`src/design/germ_pkg.sv`:
```
`timescale 1ns / 1ps
// ----------------------------------------------------------------------------
// germ_pkg
// types, event codes and defaults shared by the grave/escape remapper
// ----------------------------------------------------------------------------
package germ_pkg;

  // event types
  localparam logic [15:0] EVT_SYN = 16'd0;
  localparam logic [15:0] EVT_KEY = 16'd1;
  localparam logic [15:0] EVT_MSC = 16'd4;

  // codes
  localparam logic [15:0] MSC_SCAN_CODE = 16'd4;
  localparam logic [15:0] SYNC_REPORT   = 16'd0;
  localparam logic [15:0] K_ESC         = 16'd1;
  localparam logic [15:0] K_GRAVE       = 16'd41;
  localparam logic [15:0] K_LSHIFT      = 16'd42;
  localparam logic [15:0] K_RSHIFT      = 16'd54;
  localparam logic [15:0] K_LALT        = 16'd56;
  localparam logic [15:0] K_RALT        = 16'd100;

  // modifier flag bits
  localparam logic [2:0] FLAG_SHIFT = 3'h1;
  localparam logic [2:0] FLAG_LALT  = 3'h2;
  localparam logic [2:0] FLAG_RALT  = 3'h4;

  // remap modes
  localparam logic MODE_GRAVE = 1'b0;
  localparam logic MODE_ESC   = 1'b1;

  // depth of the queue between front and back
  localparam int CMD_DEPTH = 4;

  typedef struct packed {
    logic        [15:0] ev_type;
    logic        [15:0] ev_code;
    logic signed [31:0] ev_value;
  } in_ev_t;

  typedef struct packed {
    logic        [15:0] out_type;
    logic        [15:0] out_code;
    logic signed [31:0] out_value;
    logic               last_of_run;
  } out_ev_t;

  // one classified item: optional key release + sync ahead of the event
  typedef struct packed {
    logic        has_pre;
    logic [15:0] pre_code;
    in_ev_t      ev;
  } cmd_t;

endpackage

```
`src/design/germ_front.sv`:
```
`timescale 1ns / 1ps
// ----------------------------------------------------------------------------
// germ_front
// accepts events, tracks modifiers and classifies each event into a command
// ----------------------------------------------------------------------------
module germ_front (
  input  logic              clk,
  input  logic              rst_n,
  input  logic              cfg_we,
  input  logic              cfg_data,
  input  logic              accept,
  input  germ_pkg::in_ev_t  ev_in,
  output logic              cmd_push,
  output germ_pkg::cmd_t    cmd
);

  logic       mode_r, mode_nxt;
  logic [2:0] flags_r, flags_nxt;
  logic [2:0] bit_sel;
  logic       is_key, is_scan, has_alt, has_shift;
  logic [15:0] code;

  assign is_key  = (ev_in.ev_type == germ_pkg::EVT_KEY);
  assign is_scan = (ev_in.ev_type == germ_pkg::EVT_MSC) &&
                   (ev_in.ev_code == germ_pkg::MSC_SCAN_CODE);
  assign code    = ev_in.ev_code;

  always_comb begin
    if ((code == germ_pkg::K_LSHIFT) || (code == germ_pkg::K_RSHIFT)) begin
      bit_sel = germ_pkg::FLAG_SHIFT;
    end else if (code == germ_pkg::K_LALT) begin
      bit_sel = germ_pkg::FLAG_LALT;
    end else if (code == germ_pkg::K_RALT) begin
      bit_sel = germ_pkg::FLAG_RALT;
    end else begin
      bit_sel = 3'b000;
    end
  end

  always_comb begin
    flags_nxt = flags_r;
    if (is_key) begin
      if (ev_in.ev_value != 32'sd0) begin
        flags_nxt = flags_r | bit_sel;
      end else begin
        flags_nxt = flags_r & ~bit_sel;
      end
    end
  end

  assign has_shift = |(flags_nxt & germ_pkg::FLAG_SHIFT);
  assign has_alt   = |(flags_nxt & (germ_pkg::FLAG_LALT | germ_pkg::FLAG_RALT));

  always_comb begin
    cmd          = '0;
    cmd.ev       = ev_in;
    cmd.has_pre  = 1'b0;
    cmd.pre_code = (|(flags_nxt & germ_pkg::FLAG_LALT)) ? germ_pkg::K_LALT
                                                         : germ_pkg::K_RALT;
    if (is_key) begin
      if (mode_r == germ_pkg::MODE_GRAVE) begin
        if (code == germ_pkg::K_GRAVE) begin
          if (has_shift) begin
            cmd.has_pre = 1'b0;
          end else if (has_alt) begin
            cmd.has_pre = 1'b1;
          end else begin
            cmd.ev.ev_code = germ_pkg::K_ESC;
            if (ev_in.ev_value == 32'sd0) begin
              cmd.has_pre  = 1'b1;
              cmd.pre_code = germ_pkg::K_GRAVE;
            end
          end
        end
      end else begin
        if (code == germ_pkg::K_ESC) begin
          if (has_shift) begin
            cmd.ev.ev_code = germ_pkg::K_GRAVE;
          end else if (has_alt) begin
            cmd.has_pre    = 1'b1;
            cmd.ev.ev_code = germ_pkg::K_GRAVE;
          end
        end
      end
    end
  end

  // scan events are dropped here
  assign cmd_push = accept && !is_scan;
  assign mode_nxt = cfg_we ? cfg_data : mode_r;

  always_ff @(posedge clk) begin
    if (!rst_n) begin
      mode_r  <= germ_pkg::MODE_GRAVE;
      flags_r <= 3'b000;
    end else begin
      mode_r <= mode_nxt;
      if (accept) begin
        flags_r <= flags_nxt;
      end
    end
  end

endmodule

```
`src/design/germ_cmd_fifo.sv`:
```
`timescale 1ns / 1ps
// ----------------------------------------------------------------------------
// germ_cmd_fifo
// short command queue between front and back
// ----------------------------------------------------------------------------
module germ_cmd_fifo #(
  parameter int DEPTH = germ_pkg::CMD_DEPTH
) (
  input  logic           clk,
  input  logic           rst_n,
  input  logic           wr_en,
  input  germ_pkg::cmd_t wr_data,
  output logic           full,
  input  logic           rd_en,
  output germ_pkg::cmd_t rd_data,
  output logic           empty
);

  localparam int PW = (DEPTH > 1) ? $clog2(DEPTH) : 1;
  localparam int CW = $clog2(DEPTH + 1);

  germ_pkg::cmd_t mem [DEPTH];
  logic [PW-1:0]  wr_ptr_r, wr_ptr_nxt;
  logic [PW-1:0]  rd_ptr_r, rd_ptr_nxt;
  logic [CW-1:0]  cnt_r, cnt_nxt;
  logic           do_wr, do_rd;

  assign full    = (cnt_r == CW'(DEPTH));
  assign empty   = (cnt_r == '0);
  assign do_wr   = wr_en && !full;
  assign do_rd   = rd_en && !empty;
  assign rd_data = mem[rd_ptr_r];

  always_comb begin
    wr_ptr_nxt = wr_ptr_r;
    rd_ptr_nxt = rd_ptr_r;
    cnt_nxt    = cnt_r;
    if (do_wr) begin
      wr_ptr_nxt = (wr_ptr_r == PW'(DEPTH - 1)) ? '0 : wr_ptr_r + 1'b1;
    end
    if (do_rd) begin
      rd_ptr_nxt = (rd_ptr_r == PW'(DEPTH - 1)) ? '0 : rd_ptr_r + 1'b1;
    end
    if (do_wr && !do_rd) begin
      cnt_nxt = cnt_r + 1'b1;
    end else if (do_rd && !do_wr) begin
      cnt_nxt = cnt_r - 1'b1;
    end
  end

  always_ff @(posedge clk) begin
    if (do_wr) begin
      mem[wr_ptr_r] <= wr_data;
    end
  end

  always_ff @(posedge clk) begin
    if (!rst_n) begin
      wr_ptr_r <= '0;
      rd_ptr_r <= '0;
      cnt_r    <= '0;
    end else begin
      wr_ptr_r <= wr_ptr_nxt;
      rd_ptr_r <= rd_ptr_nxt;
      cnt_r    <= cnt_nxt;
    end
  end

endmodule

```
`src/design/germ_back.sv`:
```
`timescale 1ns / 1ps
// ----------------------------------------------------------------------------
// germ_back
// expands each command into one to three events into the output register
// ----------------------------------------------------------------------------
module germ_back (
  input  logic              clk,
  input  logic              rst_n,
  input  logic              fifo_empty,
  input  germ_pkg::cmd_t    fifo_data,
  output logic              fifo_rd,
  output logic              out_vld,
  output germ_pkg::out_ev_t out_ev,
  input  logic              out_take
);

  localparam logic [1:0] STEP_PRE  = 2'd0;
  localparam logic [1:0] STEP_SYNC = 2'd1;
  localparam logic [1:0] STEP_EVT  = 2'd2;

  germ_pkg::cmd_t    cmd_r, cmd_nxt;
  logic              cmd_vld_r, cmd_vld_nxt;
  logic [1:0]        step_r, step_nxt;
  germ_pkg::out_ev_t out_r, out_nxt;
  logic              out_vld_r, out_vld_nxt;
  logic              emit, done;
  germ_pkg::out_ev_t ev_sel;

  // a slot opens when the output register is empty or being drained
  assign emit    = cmd_vld_r && (!out_vld_r || out_take);
  assign done    = emit && (step_r == STEP_EVT);
  assign fifo_rd = !fifo_empty && (!cmd_vld_r || done);

  always_comb begin
    case (step_r)
      STEP_PRE: begin
        ev_sel = '{out_type: germ_pkg::EVT_KEY, out_code: cmd_r.pre_code,
                   out_value: 32'sd0, last_of_run: 1'b0};
      end
      STEP_SYNC: begin
        ev_sel = '{out_type: germ_pkg::EVT_SYN, out_code: germ_pkg::SYNC_REPORT,
                   out_value: 32'sd0, last_of_run: 1'b0};
      end
      STEP_EVT: begin
        ev_sel = '{out_type: cmd_r.ev.ev_type, out_code: cmd_r.ev.ev_code,
                   out_value: cmd_r.ev.ev_value, last_of_run: 1'b1};
      end
      default: begin
        ev_sel = '{out_type: cmd_r.ev.ev_type, out_code: cmd_r.ev.ev_code,
                   out_value: cmd_r.ev.ev_value, last_of_run: 1'b1};
      end
    endcase
  end

  always_comb begin
    cmd_nxt     = cmd_r;
    cmd_vld_nxt = cmd_vld_r;
    step_nxt    = step_r;
    out_nxt     = out_r;
    out_vld_nxt = out_vld_r && !out_take;
    if (emit) begin
      out_nxt     = ev_sel;
      out_vld_nxt = 1'b1;
      case (step_r)
        STEP_PRE:  step_nxt = STEP_SYNC;
        STEP_SYNC: step_nxt = STEP_EVT;
        default:   cmd_vld_nxt = 1'b0;
      endcase
    end
    if (fifo_rd) begin
      cmd_nxt     = fifo_data;
      cmd_vld_nxt = 1'b1;
      step_nxt    = fifo_data.has_pre ? STEP_PRE : STEP_EVT;
    end
  end

  always_ff @(posedge clk) begin
    cmd_r <= cmd_nxt;
    out_r <= out_nxt;
  end

  always_ff @(posedge clk) begin
    if (!rst_n) begin
      cmd_vld_r <= 1'b0;
      step_r    <= STEP_EVT;
      out_vld_r <= 1'b0;
    end else begin
      cmd_vld_r <= cmd_vld_nxt;
      step_r    <= step_nxt;
      out_vld_r <= out_vld_nxt;
    end
  end

  assign out_vld = out_vld_r;
  assign out_ev  = out_r;

endmodule

```
`src/design/grave_escape_key_remapper.sv`:
```
`timescale 1ns / 1ps
// path: an accepted event passes the command queue, command register and output register
// throughput: one result per cycle while pop keeps draining; an event gives one result,
//   or three with a key release and sync ahead, all paced by the single output register
// reset: synchronous active-low rst_n empties both queues, clears modifiers and
//   sets remap_mode to 0 (physical key is grave)
// ----------------------------------------------------------------------------
// grave_escape_key_remapper
// input event filter that swaps the grave and escape keys around modifiers
// ----------------------------------------------------------------------------
module grave_escape_key_remapper #(
  parameter int CMD_DEPTH = germ_pkg::CMD_DEPTH
) (
  input  logic              clk,
  input  logic              rst_n,
  // configuration: remap_mode
  input  logic              cfg_we,
  input  logic              cfg_data,
  // input queue side
  input  logic              push,
  output logic              full,
  input  germ_pkg::in_ev_t  in_data,
  // result queue side
  output logic              empty,
  input  logic              pop,
  output germ_pkg::out_ev_t out_data
);

  logic              accept;
  logic              cmd_push;
  germ_pkg::cmd_t    cmd_wr;
  germ_pkg::cmd_t    cmd_rd;
  logic              cmd_empty;
  logic              cmd_full;
  logic              cmd_pop;
  logic              out_vld;

  // input transfer: full only reflects the command queue
  assign accept = push && !cmd_full;
  assign full   = cmd_full;

  // front: modifier tracking, scan drop, remap decision
  germ_front u_front (
    .clk      (clk),
    .rst_n    (rst_n),
    .cfg_we   (cfg_we),
    .cfg_data (cfg_data),
    .accept   (accept),
    .ev_in    (in_data),
    .cmd_push (cmd_push),
    .cmd      (cmd_wr)
  );

  // decoupling queue, lets the front keep accepting while the back expands
  germ_cmd_fifo #(
    .DEPTH (CMD_DEPTH)
  ) u_cmd_fifo (
    .clk     (clk),
    .rst_n   (rst_n),
    .wr_en   (cmd_push),
    .wr_data (cmd_wr),
    .full    (cmd_full),
    .rd_en   (cmd_pop),
    .rd_data (cmd_rd),
    .empty   (cmd_empty)
  );

  // back: one output event per cycle from the current command while the output is drained
  germ_back u_back (
    .clk        (clk),
    .rst_n      (rst_n),
    .fifo_empty (cmd_empty),
    .fifo_data  (cmd_rd),
    .fifo_rd    (cmd_pop),
    .out_vld    (out_vld),
    .out_ev     (out_data),
    .out_take   (pop)
  );

  // result transfer happens on pop while not empty
  assign empty = !out_vld;

endmodule

```
`config.mk`:
```
export PLATFORM = sky130hd
export DESIGN_NAME = grave_escape_key_remapper
export DESIGN_NICKNAME = d
export VERILOG_FILES = /design/src/design/germ_pkg.sv /design/src/design/germ_front.sv /design/src/design/germ_cmd_fifo.sv /design/src/design/germ_back.sv /design/src/design/grave_escape_key_remapper.sv
export SDC_FILE = /design/constraint.sdc
export NUM_CORES = 1
export LEC_CHECK = 0
export BUFFER_PORTS_ARGS = -buffer_cell sky130_fd_sc_hd__buf_4
export CAP_MARGIN = 20
export CORE_MARGIN = 2
export CORE_UTILIZATION = 54
export CTS_BUF_LIST = sky130_fd_sc_hd__clkbuf_4
export CTS_CLUSTER_DIAMETER = 50
export CTS_CLUSTER_SIZE = 12
export DETAILED_ROUTE_END_ITERATION = 10
export PLACE_DENSITY = 0.76
export SETUP_SLACK_MARGIN = 0.1
export SYNTH_ARGS = -nofsm -noshare
export SYNTH_HDL_FRONTEND = slang
export SYNTH_SLANG_ARGS = --single-unit
```
`constraint.sdc`:
```
create_clock -name clk -period 6.2 [get_ports clk]
set_input_delay 0.62 -clock clk [delete_from_list [all_inputs] [get_ports clk]]
set_output_delay 0.62 -clock clk [all_outputs]
set_load 0.03 [all_outputs]
```
==> summary.txt, run 1 <==
Worst setup path
  • CP Capture Type: register
  • Critical Path RT: 6480 ps
  • Setup slack, reg-to-reg: 3420 ps
  • Critical Path Fanout Max: 43
  • Crit Path Class: reg -> reg
  • Critical path arrival: 3070 ps
  • Startpoint types: register

Timing
  • Unrepaired setup endpoints after global routing: no
  • Slew headroom: 0.280
  • Final period util: 0.449
  • Slew Limit Fails: 0
  • Worst-margin pin slew: 1080 ps
  • Final WS setup: 3420 ps
  • Setup violators final: 0
  • Upper clock frequency limit: 359 MHz
  • Final TNS setup: 0 ps
  • Tmin final: 2780 ps
  • Clk_skew: roughly 29 ps
  • Endpoints failing hold: 0

Detailed routing
  • Remaining DRCs: 0
  • Wire length on met1: 11100 µm
  • Post-detailed-routing wire length: 26800 µm
  • DR WL/cell: slightly above 20 µm
  • Top sig layer: met4
  • Drt first pass iters: 7
  • Initial drt markers: 514
  • ANT nets after route: 0
  • Detailed-route via count: 7167
  • Met3 wire length: 1630 µm
  • Post-DR vias/cell: 5.54
  • Metal2 WL: 13700 µm

Placement
  • Detailed placement HPWL: 15900 µm
  • Dpl ws: between 3000 and 4000 ps
  • Placed instance count: approximately 1200
  • I/O Buffers: 136
  • Final GP Congestion: around 0.80
  • Placed Area: 17200 µm²

Floorplan
  • # rows: 62
  • Chip Width: about 180 µm
  • Top Ports: approximately 140
  • Die ar.: 30600 µm²
  • Initial core utilization: 0.549
  • Core ar.: 28800 µm²
  • Die Span Y: 175 µm

Synthesis
  • Top cell type's share of synthesized area: 0.778
  • Sequential fraction of the synthesis area: 0.799
  • Synth area leaders: edfxtp_1, mux4_2, and2_1
  • Async set-reset flop share out of synthesis: 0
  • Number of distinct library cells after synthesis: 46
  • Yosys reg bits: 426
  • Total of warnings raised by yosys: 0
  • Most used DFF post-synth: edfxtp_1
  • Mapped Nets: 817
  • Post-Synthesis Mean Instance Area: 21.3 µm²
  • Synth Cell Area: 15800 µm²
  • Mapped Cells: 740
  • Synth area leader: edfxtp_1
  • EDFF count, synth: 409

Global route
  • Initial antenna violation count: 1
  • Total GRT Usage: 0.180
  • Vias in the first global route: roughly 7400
  • First-pass GRT wire length: around 42000 µm
  • Largest net degree at the start of global routing: 73
  • Total gr overflow: 0

Worst hold path
  • Worst min path class: in -> reg

Pwr
  • Net Switching: 2.18 mW
  • Clock Power Share: 0.166
  • Internal power: about 5.3 mW
  • Power Density: 423 nW/µm²
  • Seq pwr share: 0.581
  • Peak ir drop on the vdd network: 293 µV
  • P_leak: 5.81 nW
  • Switching part of the total: 0.291
  • Comb power frac: 0.253
  • Total chip power: 7.48 mW

Final layout
  • Most frequent cells in the layout: edfxtp_1, buf_4, mux4_2, and2_1, clkbuf_4
  • Register Area: 12600 µm²
  • Layout Nets: 966
  • Final Cell Area: 17700 µm²
  • Area grow syn2layout: 12.0%
  • Commonest non-fill, non-tap cell in the layout: edfxtp_1
  • Layout cells sized above 1: 0.328
  • Fillers: 2027
  • Footprint of the multi-input gates: ~3000 µm²
  • Finished Layout Cells: 1293

Clocking
  • Root buffer cell: clkbuf_4
  • CTS clk-pin slew, worst paths: ~130 ps
  • Longest Clk Path Bufs: 3
  • H-tree depth: 2
  • Post_cts resized: 0
  • CTS tree: done
  • Postcts setup bufs: 0
  • CTS Buf Count: between 40 and 50
  • Worst skew pair latency: 660 ps
  • CTS Sinks: approximately 430
  • Hold-fix buffers, CTS: 0

Run status
  • Outcome: complete, no violations

Run
  • Max Cap Viol: 0
flip-flops by register name (all words and copies together), names as in the netlist, 2 cells and up, named ones only:
signal	cells
u_back.out_ev	65
u_cmd_fifo.wr_ptr_r	2
u_back.cmd_r	68
u_cmd_fifo.rd_ptr_r	2
u_front.flags_r	3
u_cmd_fifo.cnt_r	3
u_back.step_r	2
u_cmd_fifo.mem	276
cells by family after synthesis:
family / share of synthesized area
compound gates: 0.0139
xor+xnor: 0.00111
fa+ha+maj: 0.00602
buf+inv: 0.0129
flops: 0.799
mux: 0.105
simple gates: 0.0618
final timing paths:
check                              startpoint                         endpoint  depth (start not counted)
max          u_cmd_fifo.cnt_r[0]$_SDFFE_PN0P_  u_cmd_fifo.mem[1][42]$_DFFE_PP_                          5
min                               in_data[52]  u_cmd_fifo.mem[1][52]$_DFFE_PP_                          1
max reg2reg  u_cmd_fifo.cnt_r[0]$_SDFFE_PN0P_  u_cmd_fifo.mem[1][42]$_DFFE_PP_                          5
min reg2reg        u_back.cmd_r[40]$_DFFE_PP_      u_back.out_ev[41]$_DFFE_PP_                          1
synthesized netlist by cell type (all sizes together) (3+ instances only):
cell and n:
buf 8, nor2b 11, o21a 3, o21ai 4, and2 64, clkbuf 32, ha 6, nand2b 5
a21boi 3, nand2 9, nor3b 3, nor2 11, nor3 7, nor4 17, a21oi 5, edfxtp 409
nand4 6, dfxtp 17, a22o 5, mux4 69, inv 12, mux2i 9
power groups by stage:
| stage | logic, mW | clock network, mW | registers [mW] |
|---|---|---|---|
| final | 1.89 | 1.25 | 4.35 |
| after global routing | 2.04 | 1.41 | 4.43 |
| after CTS | 1.93 | 1.30 | 4.37 |
| after detailed placement | 1.93 | 0 | 4.44 |
| after global placement | 1.89 | 0 | 4.41 |
| after floorplan | 1.13 | 0 | 4.58 |
critical path, stage by stage, from the launching register on:
cell and delay [ps]:
dfxtp_1 450, nor3b_1 100, nand2b_1 250, nor2_1 440, and2_4 530, buf_4 640
stage by stage:
step	hold WS, ps	utilization
4_1_cts	98.0	0.615
3_3_place_gp	488	0.598
2_1_floorplan	472	-
6_report	161	0.615
3_5_place_dp	511	0.598
5_1_grt	92.4	0.615
routing by layer:
metal,up-vias,track usage
li1,3263,-
met1,3638,0.246
met2,221,0.306
met3,45,0.0298
met4,0,0.0441
met5,-,0
cell type report:
type / count / area share
multi-input combinational: 262 / 0.169
tap: 384 / 0.0272
clock buffer: 57 / 0.0242
inverter: 12 / 0.00262
clock inverter: 7 / 0.00212
antenna: 1 / 0.000141
sequential: 426 / 0.714
timing repair buffer: 144 / 0.0611
No activity file was read; power rests on OpenSTA's default activity.
==> run 2: changes to the inputs <==
- ABC_AREA: default -> 1
- PLACE_DENSITY: 0.76 -> 0.73
- clock period: 6.2 -> 2.6 ns (I/O delays scaled with it)
==> run 2 against run 1 <==
Net effect:
- synthesized area up 2.0%
- count of clock-buffer cells in the layout grew 3
- non-clock buffer count is 82 higher
- sequential share of layout area decreased by 4.6 points
- register-to-register slack worse by 3200 ps
- clock skew rose by 1.0 ps
- routed wire length grew 25%
- sequential power grew 130%
- flip-flop and latch count stayed put
- global-route usage grew 3.4 points
- critical path type is now in -> reg
- critical endpoint is now u_cmd_fifo.mem[3][64]$_DFFE_PP_
- highest routed layer unchanged
==> summary.txt, run 2 <==
Synthesis
  • Synth Cell Area: 16100 µm²
  • Post-synth top cells: edfxtp_1, nor2_1, o21ai_0
  • Post-Synthesis Mean Instance Area: 13.4 µm²
  • Sequential fraction of the synthesis area: 0.784
  • Async set-reset flop share out of synthesis: 0
  • Total of warnings raised by yosys: 0
  • Yosys reg bits: 426
  • Most common cell in the netlist: edfxtp_1
  • Number of distinct library cells after synthesis: 33
  • Synth area leader: edfxtp_1
  • Most used DFF post-synth: edfxtp_1
  • Top cell type's share of synthesized area: 0.763
  • EDFF count, synth: between 400 and 500
  • Mapped Cells: ~1200
  • Synth area leaders: edfxtp_1, nor2_1, o21ai_0
  • Mapped Nets: 1276

Global route
  • Met3 Use GR: 0.0331
  • Total GRT Usage: 0.214
  • Met1 usage: 0.301
  • Initial antenna violation count: 2
  • Met2 Use GR: 0.356
  • Vias in the first global route: 9551
  • Total gr overflow: 0
  • Global route hottest layer: met2
  • Largest net degree at the start of global routing: 139
  • First-pass GRT wire length: 51300 µm

Worst setup path
  • Crit Path Class: in -> reg
  • CP Capture Type: register
  • Startpoint types: input port
  • Critical Path RT: 2970 ps
  • Worst Setup SP: in_data[63]
  • Reg2Reg Launch Point: u_cmd_fifo.cnt_r[2]$_SDFFE_PN0P_
  • Crit path to: u_cmd_fifo.mem[3][64]$_DFFE_PP_
  • Critical Path Fanout Max: 26
  • Setup slack, reg-to-reg: 260 ps
  • Reg2Reg Capture Point: u_cmd_fifo.mem[3][64]$_DFFE_PP_
  • R2R cell count: 7
  • Critical path arrival: 2730 ps

Detailed routing
  • ANT nets after route: 0
  • Post-DR vias/cell: around 5.4
  • Post-detailed-routing wire length: ~33000 µm
  • DR WL/cell: ~18 µm
  • Remaining DRCs: 0
  • Detailed-route via count: 9769
  • Drt first pass iters: 5
  • Initial drt markers: about 910

Floorplan
  • Top Ports: 137
  • Initial core utilization: 0.546
  • Die Span Y: 177 µm
  • Core ar.: 29500 µm²
  • Chip Width: approximately 180 µm
  • Die ar.: 31200 µm²
  • # rows: 63

Clocking
  • CTS clk-pin slew, worst paths: ~120 ps
  • H-tree depth: 2
  • CTS Buf Count: 43
  • CTS Sinks: 426
  • Longest Clk Path Bufs: 3
  • Postcts setup bufs: 0
  • Root buffer cell: clkbuf_4
  • Worst skew pair latency: 690 ps
  • Post_cts resized: 0
  • CTS tree: done

Pwr
  • Internal power: 12.5 mW
  • Power Density: roughly 1000 nW/µm²
  • Comb power frac: 0.301
  • Total chip power: around 19 mW
  • Switching part of the total: 0.339
  • Clock Power Share: 0.164
  • P_leak: 7.04 nW
  • Seq pwr share: 0.535
  • Peak ir drop on the vdd network: 537 µV
  • Net Switching: 6.42 mW

Timing
  • Endpoints failing hold: 0
  • Clk_skew: ~30 ps
  • Slew headroom: 0.294
  • Upper clock frequency limit: 423 MHz
  • Slew Limit Fails: 0
  • Setup violators final: 0
  • Final period util: 0.909
  • Unrepaired setup endpoints after global routing: yes
  • Worst-margin pin slew: 1060 ps
  • Tmin final: 2360 ps

Placement
  • I/O Buffers: 136
  • Detailed placement HPWL: 19100 µm
  • Final GP Congestion: 0.820
  • Placed instance count: 1680

Final layout
  • Max FFs per register: 276
  • Layout cells sized above 1: 0.180
  • Area grow syn2layout: 17.5%
  • Commonest non-fill, non-tap cell in the layout: edfxtp_1
  • Finished Layout Cells: 1819
  • Layout Nets: 1481
  • Most flop-heavy register: u_cmd_fifo.mem
  • Most frequent cells in the layout: edfxtp_1, nor2_1, o21ai_0, buf_4, nand2_1

Run status
  • Outcome: complete, no violations

Run
  • Max Cap Viol: 0

Worst hold path
  • Worst min path class: in -> reg
==> run 2: cell count changes after synthesis, moves of 9 or more <==
cell and change:
nor2_1 +191, nand2_1 +121, mux2i_1 -9, nor4_1 -10
o21ai_0 +144, clkbuf_1 +20, o22ai_1 +69, nor2b_1 -11
inv_1 +87, mux4_2 -69, and2_1 -64
==> run 2: cell type report <==
class / instances / area (µm²)
clock inverter: 8 / 42.5
clock buffer: 60 / 450
timing repair buffer: 226 / 2020
tap: 390 / 488
inverter: 100 / 378
sequential: 426 / 12600
multi-input combinational: 607 / 2910
fill: 2225 / 10600
antenna: 2 / 5.00
==> run 2: kinds of logic (layout without fill, tap and decap cells) <==
family | count (synthesis) | count (layout) | synth area share
flops | 426 | 426 | 0.784
simple gates | 361 | 362 | 0.0894
compound gates | 237 | 237 | 0.0803
buf+inv | 167 | 394 | 0.0400
fa+ha+maj | 7 | 7 | 0.00591
xor+xnor | 1 | 1 | 0.000544
other cells | 0 | 2 | 0
==> run 2: what timing repair did <==
action / in CTS / in global routing
hold buffers: 68 / 0
hold endpoints to repair: 272 / 0
setup endpoints to repair: 0 / 9
==> run 2: per-layer routing <==
metal / part of all wire / vias to the layer above
met1: 0.43 / 4759
met2: 0.49 / 316
met5: 0 / -
met3: 0.063 / 51
li1: - / 4643
met4: 0.017 / 0
==> run 2: power groups by stage <==
stage / Combinational, mW / Clock, mW / Sequential, mW
3_3_place_gp: 5.50 / 0 / 10.3
6_report: 5.69 / 3.10 / 10.1
5_1_grt: 6.27 / 3.44 / 10.3
2_1_floorplan: 2.78 / 0 / 11.0
3_5_place_dp: 5.64 / 0 / 10.3
4_1_cts: 5.73 / 3.17 / 10.1
==> run 2: per-stage QoR <==
step | TNS [ps] | cell area, µm² | setup WS (ps) | utilization | hold slack (ps)
6_report | 0 | 18900 | 238 | 0.642 | 135
5_1_grt | 0 | 18900 | 96.6 | 0.642 | 114
4_1_cts | 0 | 18900 | 152 | 0.641 | 84.4
3_5_place_dp | 0 | 17700 | 19.2 | 0.602 | 454
3_3_place_gp | 0 | 17700 | 53.7 | 0.602 | 448
2_1_floorplan | -89.3 | 16200 | -72.9 | - | 354
==> run 2: worst min-delay path by stage <==
stage                                 endpoint  depth (start not counted)    from
2_1_floorplan      u_front.mode_r$_SDFFE_PN0P_                          1  cfg_we
4_1_cts        u_front.flags_r[1]$_SDFFE_PN0N_                          5    push
5_1_grt        u_front.flags_r[0]$_SDFFE_PN0N_                          5    push
3_3_place_gp       u_front.mode_r$_SDFFE_PN0P_                          2  cfg_we
3_5_place_dp       u_front.mode_r$_SDFFE_PN0P_                          2  cfg_we
6_report       u_front.flags_r[2]$_SDFFE_PN0N_                          5    push
==> run 2: worst max-delay path: stages <==
cell and delay, ps:
dlygate4sd3_1 530, buf_4 120, nor2_1 60, nand2_1 80, nor2_1 50, buf_4 140
nand2_1 70, inv_1 50, nand4_1 90, nand2_2 170, buf_4 210, nor2_4 580
buf_12 300
==> run 3: changes to the inputs <==
- clock period: 2.6 -> 2.3 ns (I/O delays scaled with it)
==> run 3 against run 2 <==
Net effect:
- non-clock buffer count is 25 higher
- cell area is 2.1% higher
- combinational power is 17% higher
- worst setup slack better by 34 ps
- flip-flop and latch count stayed put
- sequential power is 14% higher
- register-to-register slack better by 60 ps
- routed wire length is 1.6% higher
- critical endpoint is now u_cmd_fifo.cnt_r[1]$_SDFFE_PN0P_
- power is 15% higher
- via count is 1.5% higher
- first-iteration DRC count is 12% lower
==> summary.txt, run 3 (synthesized netlist as in run 2, its figures left out) <==
Run status
  • Outcome: complete, no violations

Placement
  • Dpl ws: -47.4 ps
  • Detailed placement HPWL: approximately 19000 µm
  • Final GP Congestion: approximately 0.77
  • I/O Buffers: 136

Final layout
  • Fin util: 0.655
  • Max FFs per register: 276
  • Commonest non-fill, non-tap cell in the layout: edfxtp_1
  • Most frequent cells in the layout: edfxtp_1, nor2_1, buf_4, o21ai_0, nand2_1
  • Area grow syn2layout: 19.9%
  • Layout cells sized above 1: 0.192
  • Fillers: 2127
  • Layout Nets: between 1500 and 2000
  • Most flop-heavy register: u_cmd_fifo.mem

Pwr
  • Net Switching: 7.28 mW
  • Internal power: 14.5 mW
  • Switching part of the total: 0.334
  • Clock Power Share: 0.168
  • Comb power frac: 0.305
  • Peak ir drop on the vdd network: between 700 and 800 µV
  • Seq pwr share: 0.527
  • P_leak: ~7.2 nW
  • Power Density: 1130 nW/µm²

Detailed routing
  • Initial drt markers: just under 800
  • Remaining DRCs: 0
  • Post-DR vias/cell: 5.40
  • Detailed-route via count: around 10000
  • DR WL/cell: 18.5 µm
  • Drt first pass iters: 5
  • Post-detailed-routing wire length: 33900 µm
  • ANT nets after route: 0

Worst setup path
  • Critical Path Fanout Max: 5
  • Crit path to: u_cmd_fifo.cnt_r[1]$_SDFFE_PN0P_
  • Largest stage delay, worst path: 540 ps
  • Reg2Reg Launch Point: u_cmd_fifo.cnt_r[2]$_SDFFE_PN0P_
  • Worst Setup SP: in_data[43]
  • Cell chain of the critical path: dlygate4sd3_1, buf_4, nor2_1, nand2_1, nor2_4, nand2_1, inv_1, nand4_1, nand2_4, inv_1, ha_4, inv_2, fa_2, o21ai_1, a21oi_1
  • Setup slack, reg-to-reg: 320 ps
  • Crit Path Class: in -> reg
  • Reg2Reg Capture Point: u_cmd_fifo.cnt_r[2]$_SDFFE_PN0P_
  • R2R cell count: 13
  • Critical Path Stages: 15
  • Critical Path RT: 2890 ps
  • CP Capture Type: register
  • Critical path arrival: between 2000 and 3000 ps
  • Buf/Inv on CP: 5
  • Top delay family on crit path: buffers and inverters
  • Startpoint types: input port
  • Worst path slowest cell: dlygate4sd3_1

Global route
  • Total gr overflow: 0
  • First-pass GRT wire length: 52800 µm
  • Initial antenna violation count: 1
  • Total GRT Usage: 0.219
  • Vias in the first global route: 9935
  • Largest net degree at the start of global routing: 139

Clocking
  • CTS Sinks: 426
  • Longest Clk Path Bufs: 3
  • Worst skew pair latency: 710 ps
  • CTS tree: done
  • H-tree depth: 2
  • Root buffer cell: clkbuf_4
  • CTS Buf Count: between 40 and 50
  • CTS clk-pin slew, worst paths: 140 ps

Worst hold path
  • Worst min path class: in -> reg
  • Min-delay src: in_data[44]

Timing
  • Endpoints failing hold: 0
  • Unrepaired setup endpoints after global routing: yes
  • Setup violators final: 0
  • Final WS setup: ~270 ps
  • Tmin final: 2030 ps
  • Slew headroom: 0.466
  • Final period util: 0.882
  • Upper clock frequency limit: 493 MHz
  • Worst-margin pin slew: 801 ps
  • Clk_skew: about 42 ps
  • Slew Limit Fails: 0

Floorplan
  • Chip Width: 177 µm
  • Die Span Y: 177 µm
  • Core ar.: 29500 µm²
  • Die ar.: 31200 µm²
  • Top Ports: 137
  • # rows: 63
  • Initial core utilization: 0.546

Run
  • Max Cap Viol: 0
==> run 3: cell types whose count changed in the layout (fill, tap and decap cells not counted), moves of 3 or more <==
cell,delta
bufinv_16,+3
buf_4,+12
buf_12,+11
clkinv_2,-3
clkinv_1,+4
clkbuf_4,-7
==> run 3: stage by stage <==
step	setup TNS, ps	hold slack, ps	area (µm²)	total power, mW	instances
finish	0	258	19300	21.8	1837
global route	0	249	19300	23.0	1837
CTS	0	221	19200	21.9	1831
detailed placement	-955	423	17900	18.1	1687
global placement	0	418	17900	17.9	1687
floorplan	-16210	324	16200	15.6	1199
==> run 3: worst register-to-register path, cell delays in order (launching register included) <==
cell	delay, ps
dfxtp_1	350
inv_1	110
nor3_2	60
nor2_2	290
nand2_4	80
inv_1	120
ha_4	140
inv_2	30
fa_2	330
nor2_1	90
nor2_1	50
nand2_1	80
o21ai_1	70
a21oi_1	120
==> run 3: layout make-up <==
cell class	count	area [µm²]	area share
flip-flops and latches	426	12600	0.654
inverters	100	383	0.0198
multi-input cells	606	2940	0.152
diodes	1	2.50	0.000130
well taps	390	488	0.0253
clock buffers	53	398	0.0206
repair buffers	251	2350	0.122
clock inverters	10	116	0.00602
==> run 3: power by group through the flow <==
stage / Sequential, mW / Combinational [mW] / Clock (mW)
2_1_floorplan: 12.5 / 3.19 / 0
3_3_place_gp: 11.6 / 6.34 / 0
3_5_place_dp: 11.7 / 6.48 / 0
4_1_cts: 11.5 / 6.67 / 3.77
5_1_grt: 11.6 / 7.29 / 4.06
6_report: 11.5 / 6.64 / 3.67
==> run 3: worst min-delay path by stage <==
stage,endpoint,slack [ps],cells after the start
floorplan,u_front.mode_r$_SDFFE_PN0P_,320,1
global placement,u_front.mode_r$_SDFFE_PN0P_,420,2
detailed placement,u_front.mode_r$_SDFFE_PN0P_,420,2
CTS,u_cmd_fifo.mem[2][42]$_DFFE_PP_,220,2
global route,u_cmd_fifo.mem[0][44]$_DFFE_PP_,250,2
finish,u_cmd_fifo.mem[0][44]$_DFFE_PP_,260,2
==> run 3: metal layers <==
metal,wire (µm),vias up,track usage
met5,0,-,0
met4,462,0,0.0499
met3,1940,38,0.0329
met2,17000,341,0.378
met1,14500,4836,0.296
li1,-,4700,-
==> run 3: repair_timing <==
| item | in CTS | in global routing |
|---|---|---|
| resized for setup | 0 | 3 |
| hold buffers | 69 | 0 |
| gates cloned | 0 | 0 |
| hold endpoints to repair | 273 | 0 |
| setup endpoints to repair | 132 | 26 |
| pin swaps | 3 | 4 |
| buffers inserted | 12 | 5 |
